==> config.mk <==
export PLATFORM = sky130hd
export DESIGN_NAME = rtd_expand
export DESIGN_NICKNAME = d
export VERILOG_FILES = /design/src/rtl/rtd_pkg.sv /design/src/rtl/rtd_expand.sv
export SDC_FILE = /design/constraint.sdc
export NUM_CORES = 1
export LEC_CHECK = 0
export ABC_AREA = 1
export BUFFER_PORTS_ARGS = -buffer_cell sky130_fd_sc_hd__buf_2
export CORE_MARGIN = 2
export CORE_UTILIZATION = 46
export CTS_CLUSTER_DIAMETER = 100
export CTS_CLUSTER_SIZE = 25
export DETAILED_ROUTE_END_ITERATION = 7
export PLACE_DENSITY = 0.66
export SLEW_MARGIN = 15
export SYNTH_ARGS = -nofsm -noshare
export SYNTH_HDL_FRONTEND = slang
export SYNTH_SLANG_ARGS = --single-unit
==> constraint.sdc <==
create_clock -name clk -period 6.7 [get_ports clk]
set_input_delay 1.34 -clock clk [delete_from_list [all_inputs] [get_ports clk]]
set_output_delay 1.34 -clock clk [all_outputs]
set_load 0.02 [all_outputs]
==> src/rtl/rtd_pkg.sv <==
package rtd_pkg;

  localparam int ANGLE_BITS_DEF    = 16;
  localparam int POS_FRAC_BITS_DEF = 16;
  localparam int CORDIC_MAX        = 24;

  localparam int NTERM  = 3;
  localparam int CS_W   = 33;
  localparam int Z_W    = 34;
  localparam int PROD_W = 66;
  localparam int TERM_W = 34;
  localparam int SUM_W  = 36;

  localparam logic [31:0] GOLDEN_Q30      = 32'd1737350766;
  localparam logic [31:0] CORDIC_GAIN_Q30 = 32'd652032874;

  localparam logic [1:0] LEN_ONE    = 2'd0;
  localparam logic [1:0] LEN_GOLDEN = 2'd1;
  localparam logic [1:0] LEN_SUM    = 2'd2;

  localparam logic KIND_FAT  = 1'b0;
  localparam logic KIND_THIN = 1'b1;

  typedef struct packed {
    logic               tile_kind;
    logic signed [31:0] pos_x;
    logic signed [31:0] pos_y;
    logic        [15:0] heading;
  } rtd_in_t;

  typedef struct packed {
    logic               child_kind;
    logic signed [31:0] child_x;
    logic signed [31:0] child_y;
    logic        [15:0] child_heading;
    logic               last_child;
  } rtd_out_t;

  // Per-child data that rides alongside the sine/cosine lanes.
  typedef struct packed {
    logic                        kind;
    logic [15:0]                 heading;
    logic                        last;
    logic signed [31:0]          pos_x;
    logic signed [31:0]          pos_y;
    logic [NTERM-1:0]            ena;
    logic [NTERM-1:0][1:0]       len;
  } rtd_side_t;

  typedef struct packed {
    logic                  kind;
    logic [3:0]            add;
    logic                  last;
    logic [NTERM-1:0]      ena;
    logic [NTERM-1:0][1:0] len;
    logic [NTERM-1:0][3:0] sub;
  } rtd_rule_t;

  function automatic logic [15:0] step36(input logic [3:0] m);
    logic [15:0] v;
    case (m)
      4'd0:    v = 16'd0;
      4'd1:    v = 16'd6554;
      4'd2:    v = 16'd13107;
      4'd3:    v = 16'd19661;
      4'd4:    v = 16'd26214;
      4'd5:    v = 16'd32768;
      4'd6:    v = 16'd39322;
      4'd7:    v = 16'd45875;
      4'd8:    v = 16'd52429;
      4'd9:    v = 16'd58982;
      default: v = 16'd0;
    endcase
    return v;
  endfunction

  function automatic logic [31:0] atan_val(input int i);
    logic [31:0] v;
    case (i)
      0:       v = 32'h20000000;
      1:       v = 32'h12E4051E;
      2:       v = 32'h09FB385B;
      3:       v = 32'h051111D4;
      4:       v = 32'h028B0D43;
      5:       v = 32'h0145D7E1;
      6:       v = 32'h00A2F61E;
      7:       v = 32'h00517C55;
      8:       v = 32'h0028BE53;
      9:       v = 32'h00145F2F;
      10:      v = 32'h000A2F98;
      11:      v = 32'h000517CC;
      12:      v = 32'h00028BE6;
      13:      v = 32'h000145F3;
      14:      v = 32'h0000A2FA;
      15:      v = 32'h0000517D;
      16:      v = 32'h000028BE;
      17:      v = 32'h0000145F;
      18:      v = 32'h00000A30;
      19:      v = 32'h00000518;
      20:      v = 32'h0000028C;
      21:      v = 32'h00000146;
      22:      v = 32'h000000A3;
      23:      v = 32'h00000051;
      default: v = 32'h0;
    endcase
    return v;
  endfunction

  // Deflation rules, indexed by parent kind and child number.
  function automatic rtd_rule_t rule(input logic thin, input logic [2:0] k);
    rtd_rule_t r;
    r = '0;
    case ({thin, k})
      {KIND_FAT, 3'd0}: begin
        r.kind = KIND_FAT;  r.add = 4'd5; r.ena = 3'b001;
        r.len[0] = LEN_SUM; r.sub[0] = 4'd1;
      end
      {KIND_FAT, 3'd1}: begin
        r.kind = KIND_FAT;  r.add = 4'd6; r.ena = 3'b001;
        r.len[0] = LEN_GOLDEN; r.sub[0] = 4'd0;
      end
      {KIND_FAT, 3'd2}: begin
        r.kind = KIND_FAT;  r.add = 4'd4; r.ena = 3'b001;
        r.len[0] = LEN_GOLDEN; r.sub[0] = 4'd2;
      end
      {KIND_FAT, 3'd3}: begin
        r.kind = KIND_THIN; r.add = 4'd1; r.ena = 3'b001;
        r.len[0] = LEN_ONE; r.sub[0] = 4'd1;
      end
      {KIND_FAT, 3'd4}: begin
        r.kind = KIND_THIN; r.add = 4'd3; r.ena = 3'b001; r.last = 1'b1;
        r.len[0] = LEN_SUM; r.sub[0] = 4'd2;
      end
      {KIND_THIN, 3'd0}: begin
        r.kind = KIND_FAT;  r.add = 4'd1; r.ena = 3'b000;
      end
      {KIND_THIN, 3'd1}: begin
        r.kind = KIND_FAT;  r.add = 4'd5; r.ena = 3'b011;
        r.len[0] = LEN_GOLDEN; r.sub[0] = 4'd0;
        r.len[1] = LEN_GOLDEN; r.sub[1] = 4'd1;
      end
      {KIND_THIN, 3'd2}: begin
        r.kind = KIND_THIN; r.add = 4'd7; r.ena = 3'b001;
        r.len[0] = LEN_GOLDEN; r.sub[0] = 4'd0;
      end
      {KIND_THIN, 3'd3}: begin
        r.kind = KIND_THIN; r.add = 4'd3; r.ena = 3'b111; r.last = 1'b1;
        r.len[0] = LEN_GOLDEN; r.sub[0] = 4'd0;
        r.len[1] = LEN_ONE;    r.sub[1] = 4'd2;
        r.len[2] = LEN_ONE;    r.sub[2] = 4'd3;
      end
      default: r.last = 1'b1;
    endcase
    return r;
  endfunction

endpackage

==> src/rtl/rtd_expand.sv <==
module rtd_expand (
  input  logic                           clk,
  input  logic                           rst_n,
  input  logic                           en,
  input  logic                           in_valid,
  output logic                           in_stall,
  input  rtd_pkg::rtd_in_t               in_data,
  output logic                           tok_valid,
  output rtd_pkg::rtd_side_t             tok_side,
  output logic [15:0]                    tok_ang [rtd_pkg::NTERM]
);

  logic               par_v_r;
  rtd_pkg::rtd_in_t   par_r;
  logic [2:0]         idx_r;
  logic               tok_v_r;
  rtd_pkg::rtd_side_t tok_side_r;
  logic [15:0]        tok_ang_r [rtd_pkg::NTERM];
  rtd_pkg::rtd_rule_t rl;
  logic               in_take;
  logic               emit_last;

  assign rl        = rtd_pkg::rule(par_r.tile_kind, idx_r);
  assign emit_last = par_v_r && en && rl.last;
  assign in_stall  = par_v_r && !(en && rl.last);
  assign in_take   = in_valid && !in_stall;

  always_ff @(posedge clk) begin
    if (!rst_n) begin
      par_v_r <= 1'b0;
      idx_r   <= 3'd0;
      tok_v_r <= 1'b0;
    end else begin
      if (en) tok_v_r <= par_v_r;
      if (emit_last) begin
        par_v_r <= 1'b0;
        idx_r   <= 3'd0;
      end else if (par_v_r && en) begin
        idx_r <= idx_r + 3'd1;
      end
      if (in_take) par_v_r <= 1'b1;
    end
  end

  always_ff @(posedge clk) begin
    if (in_take) par_r <= in_data;
    if (en) begin
      tok_side_r.kind    <= rl.kind;
      tok_side_r.heading <= par_r.heading + rtd_pkg::step36(rl.add);
      tok_side_r.last    <= rl.last;
      tok_side_r.pos_x   <= par_r.pos_x;
      tok_side_r.pos_y   <= par_r.pos_y;
      tok_side_r.ena     <= rl.ena;
      tok_side_r.len     <= rl.len;
      for (int t = 0; t < rtd_pkg::NTERM; t++) begin
        tok_ang_r[t] <= par_r.heading - rtd_pkg::step36(rl.sub[t]);
      end
    end
  end

  assign tok_valid = tok_v_r;
  assign tok_side  = tok_side_r;
  assign tok_ang   = tok_ang_r;

endmodule

==> flow_summary.json <==
{
  "average_via_count_per_standard_cell": 5.03,
  "fill_cells": 1943,
  "syn2layout_area_growth_pct": 17.7,
  "clk_transition_reported_paths_ps": 100,
  "num_rows": 54,
  "synth_area_leaders": "sky130_fd_sc_hd__edfxtp_1 (63%), sky130_fd_sc_hd__nand2_1 (8.3%), sky130_fd_sc_hd__ha_1 (8.2%), sky130_fd_sc_hd__inv_1 (4.0%), sky130_fd_sc_hd__nand3_1 (3.2%)",
  "routabilityCongestion": 0.896,
  "clk_path_buf_depth": 3,
  "total_power_mw": 3.04,
  "post-route-util": 0.551,
  "cpPeakStageDelay_ps": 430,
  "cts_num_sinks": 221,
  "crit_path_max_fanout": 12,
  "synth.ff_latch_count": 221,
  "design.final.nets": 1290,
  "antenna_diode_count": 0,
  "post-synth-top-count-cell": "sky130_fd_sc_hd__nand2_1",
  "cellInternalPower_mw": 2.20,
  "global_route.overflow_total": 0,
  "number_of_enable_type_register_cells_in_the_synthesized_netlist": 216,
  "drt-wirelength-per-cell_um": 16.1,
  "crit_chain": "ha_1 -> nand3_1 -> nand3_1 -> inv_1 -> nand2_1 -> nor2_1 -> inv_1 -> ha_1 -> nand2_1 -> o21ai_0 -> ha_1 -> fa_1 -> nand3_1 -> nand2_1 -> nand2_1 -> nand2_1 -> nand3_1 -> nand2_1 -> nand2_1 -> nand2_1",
  "yosys.area.top_type": "sky130_fd_sc_hd__edfxtp_1",
  "hold_buffers": 0,
  "setup_ws_pre_cts_ps": 2830,
  "timing.final.setup_violations": 0,
  "hold_viol_final": 0,
  "timing.clock.skew_ps": 19.9,
  "grt_max_degree": 66,
  "p_leak_nw": 5.42,
  "antenna_violating_nets_post_route": 0,
  "timing.final.ws_setup_ps": 3110,
  "slew_headroom": 0.278,
  "path_class": "flop to flop",
  "pwr_density_cell_nw_per_um2": 253,
  "setup_total_negative_slack_ps": 0,
  "clk_latency_ps": 470,
  "floorplan.die.height_um": 153,
  "hpwl_um": 17200,
  "groute.layer.met1.usage": 0.260,
  "wire_length_of_the_first_global_routing_pass_um": 35300,
  "avgSynthCellArea_um2": 11.4,
  "numCtsBuffers": 12,
  "ctsRootBufferMaster": "sky130_fd_sc_hd__clkbuf_16",
  "multi_input_comb_area_um2": 3210,
  "syn-cell-area_um2": 10200,
  "postCtsSetupRepairBufs": 0,
  "min_period_over_period": 0.536,
  "tritoncts": "built",
  "post_synth_most_frequent_cells": "sky130_fd_sc_hd__nand2_1 (227), sky130_fd_sc_hd__edfxtp_1 (216), sky130_fd_sc_hd__inv_1 (109)",
  "asyncSetResetFlopFracSynth": 0,
  "worst_path_most_repeated_cell": "sky130_fd_sc_hd__nand2_1",
  "yosysWarningCount": 0,
  "worstHoldPathType": "flop to flop",
  "vias": 7128,
  "timing_worst_slew_pin_value_ps": 1080,
  "grt_antenna_before_repair": 0,
  "switching_power_uw": 841,
  "floorplan.die_area_um2": 23400,
  "worstPathBufferInverterCount": 2,
  "worst-endpoint-required_ps": 6930,
  "met2_usage": 0.324,
  "setup.worst_path.start_class": "flop",
  "cts-resized-gates": 0,
  "drc_errors": 0,
  "achievable-frequency_ghz": 0.279,
  "timing.critical_path.slowest_stage_cell": "sky130_fd_sc_hd__fa_1",
  "share_seq_of_total_power": 0.559,
  "placement.io_buffers": 222,
  "die_width_um": 153,
  "run_status": "finished, final reports clean",
  "register_area_um2": 6590,
  "routed_wl_um": 22900,
  "clock_power_share": 0.247,
  "ys_seq_area_frac": 0.644,
  "count_of_max_cap_constraint_violations": 0,
  "crit_family": "simple AND/OR/NAND/NOR gates",
  "detailedRoute.firstIterationViolations": 431,
  "post_synth_num_cell_types": 29,
  "layout_min_cycle_time_ps": 3590,
  "grt.met3_usage": 0.0272,
  "synth-main-ff-cell": "sky130_fd_sc_hd__edfxtp_1",
  "drive_gt1_frac": 0.216,
  "core_region_area_um2": 21800,
  "initial_utilization": 0.469,
  "synth_top_cell_area_share": 0.634,
  "p_comb_frac": 0.194,
  "crit_path_end_kind": "flop",
  "track_usage": 0.191,
  "boundaryPins": 226,
  "final_slew_viol_count": 0,
  "htree_num_levels": 1,
  "sw_frac_of_total": 0.277,
  "ir_drop_mv": 0.212,
  "firstDrtPassIters": 5,
  "most_heavily_used_metal_layer_in_global_routing": "met2",
  "worst-endpoint-arrival_ps": 3820,
  "first_global_vias": 6648,
  "grt_setup_unrepaired": "false",
  "synth_cells": 898
}
-- cell families after synthesis --
logic type      count (synthesis)  share of synthesized area
buf+inv                       113                     0.0430
fa+ha+maj                      70                     0.0879
flops                         221                      0.644
other cells                     1                   0.000367
simple gates                  369                      0.151
mux                             1                    0.00110
xor+xnor                       28                     0.0240
compound gates                 95                     0.0483
-- worst reg2reg max path, stage by stage (launching register included) --
cell	delay [ps]
sky130_fd_sc_hd__dfxtp_1	350
sky130_fd_sc_hd__ha_1	250
sky130_fd_sc_hd__nand3_1	380
sky130_fd_sc_hd__nand3_1	130
sky130_fd_sc_hd__inv_1	90
sky130_fd_sc_hd__nand2_1	60
sky130_fd_sc_hd__nor2_1	290
sky130_fd_sc_hd__inv_1	110
sky130_fd_sc_hd__ha_1	210
sky130_fd_sc_hd__nand2_1	60
sky130_fd_sc_hd__o21ai_0	90
sky130_fd_sc_hd__ha_1	240
sky130_fd_sc_hd__fa_1	430
sky130_fd_sc_hd__nand3_1	100
sky130_fd_sc_hd__nand2_1	110
sky130_fd_sc_hd__nand2_1	80
sky130_fd_sc_hd__nand2_1	90
sky130_fd_sc_hd__nand3_1	110
sky130_fd_sc_hd__nand2_1	60
sky130_fd_sc_hd__nand2_1	60
sky130_fd_sc_hd__nand2_1	40
-- flip-flops by register name (all words and copies together), names as in the netlist --
name / cells
tok_side: 88
tok_valid: 1
par_r: 81
tok_ang: 47
par_v_r: 1
idx_r: 3
-- through the flow --
stage,hold WS [ps],std cells,cell area (um^2)
2_1_floorplan,400,900,10200
3_3_place_gp,400,1401,11700
3_5_place_dp,405,1401,11700
4_1_cts,426,1416,12000
5_1_grt,431,1416,12000
6_report,423,1416,12000
-- placed cells by master, fill, tap and decap left out, drive strengths merged, types with 5 or more instances in the layout --
cell type,count
ha,67
nand2,227
a21oi,55
inv,109
o21ai,32
edfxtp,216
buf,225
nor3,5
nor2,48
clkbuf,14
dfxtp,5
xor2,26
nand4,17
nand3,67
-- metal layers --
layer / vias up / routed length [um]
met1: 3314 / 9920
met3: 31 / 1220
met2: 210 / 11200
met4: 0 / 520
li1: 3573 / -
met5: - / 0
-- power by group through the flow --
stage | clock, mW | sequential, mW | combinational (mW)
final | 0.750 | 1.70 | 0.590
after global routing | 0.821 | 1.71 | 0.661
after CTS | 0.781 | 1.70 | 0.594
after detailed placement | 0 | 1.73 | 0.590
after global placement | 0 | 1.73 | 0.586
after floorplan | 0 | 1.82 | 0.291
-- cell type report --
type	instances	area share
clock buffer	14	0.0273
inverter	109	0.0340
clock inverter	1	0.000416
tap	280	0.0291
multi-input combinational	566	0.267
sequential	221	0.547
timing repair buffer	225	0.0947
-- path summary, 6_finish.rpt --
| check | start | endpoint | slack, ps | depth (start not counted) |
|---|---|---|---|---|
| worst max register to register | idx_r[0] | tok_side[88] | 3110 | 20 |
| worst min-delay path | par_r[65] | tok_side[58] | 420 | 0 |
| worst max-delay path | idx_r[0] | tok_side[88] | 3110 | 20 |
| worst min register to register | par_r[65] | tok_side[58] | 420 | 0 |
Note: power is estimated with default switching activity, not from simulation.
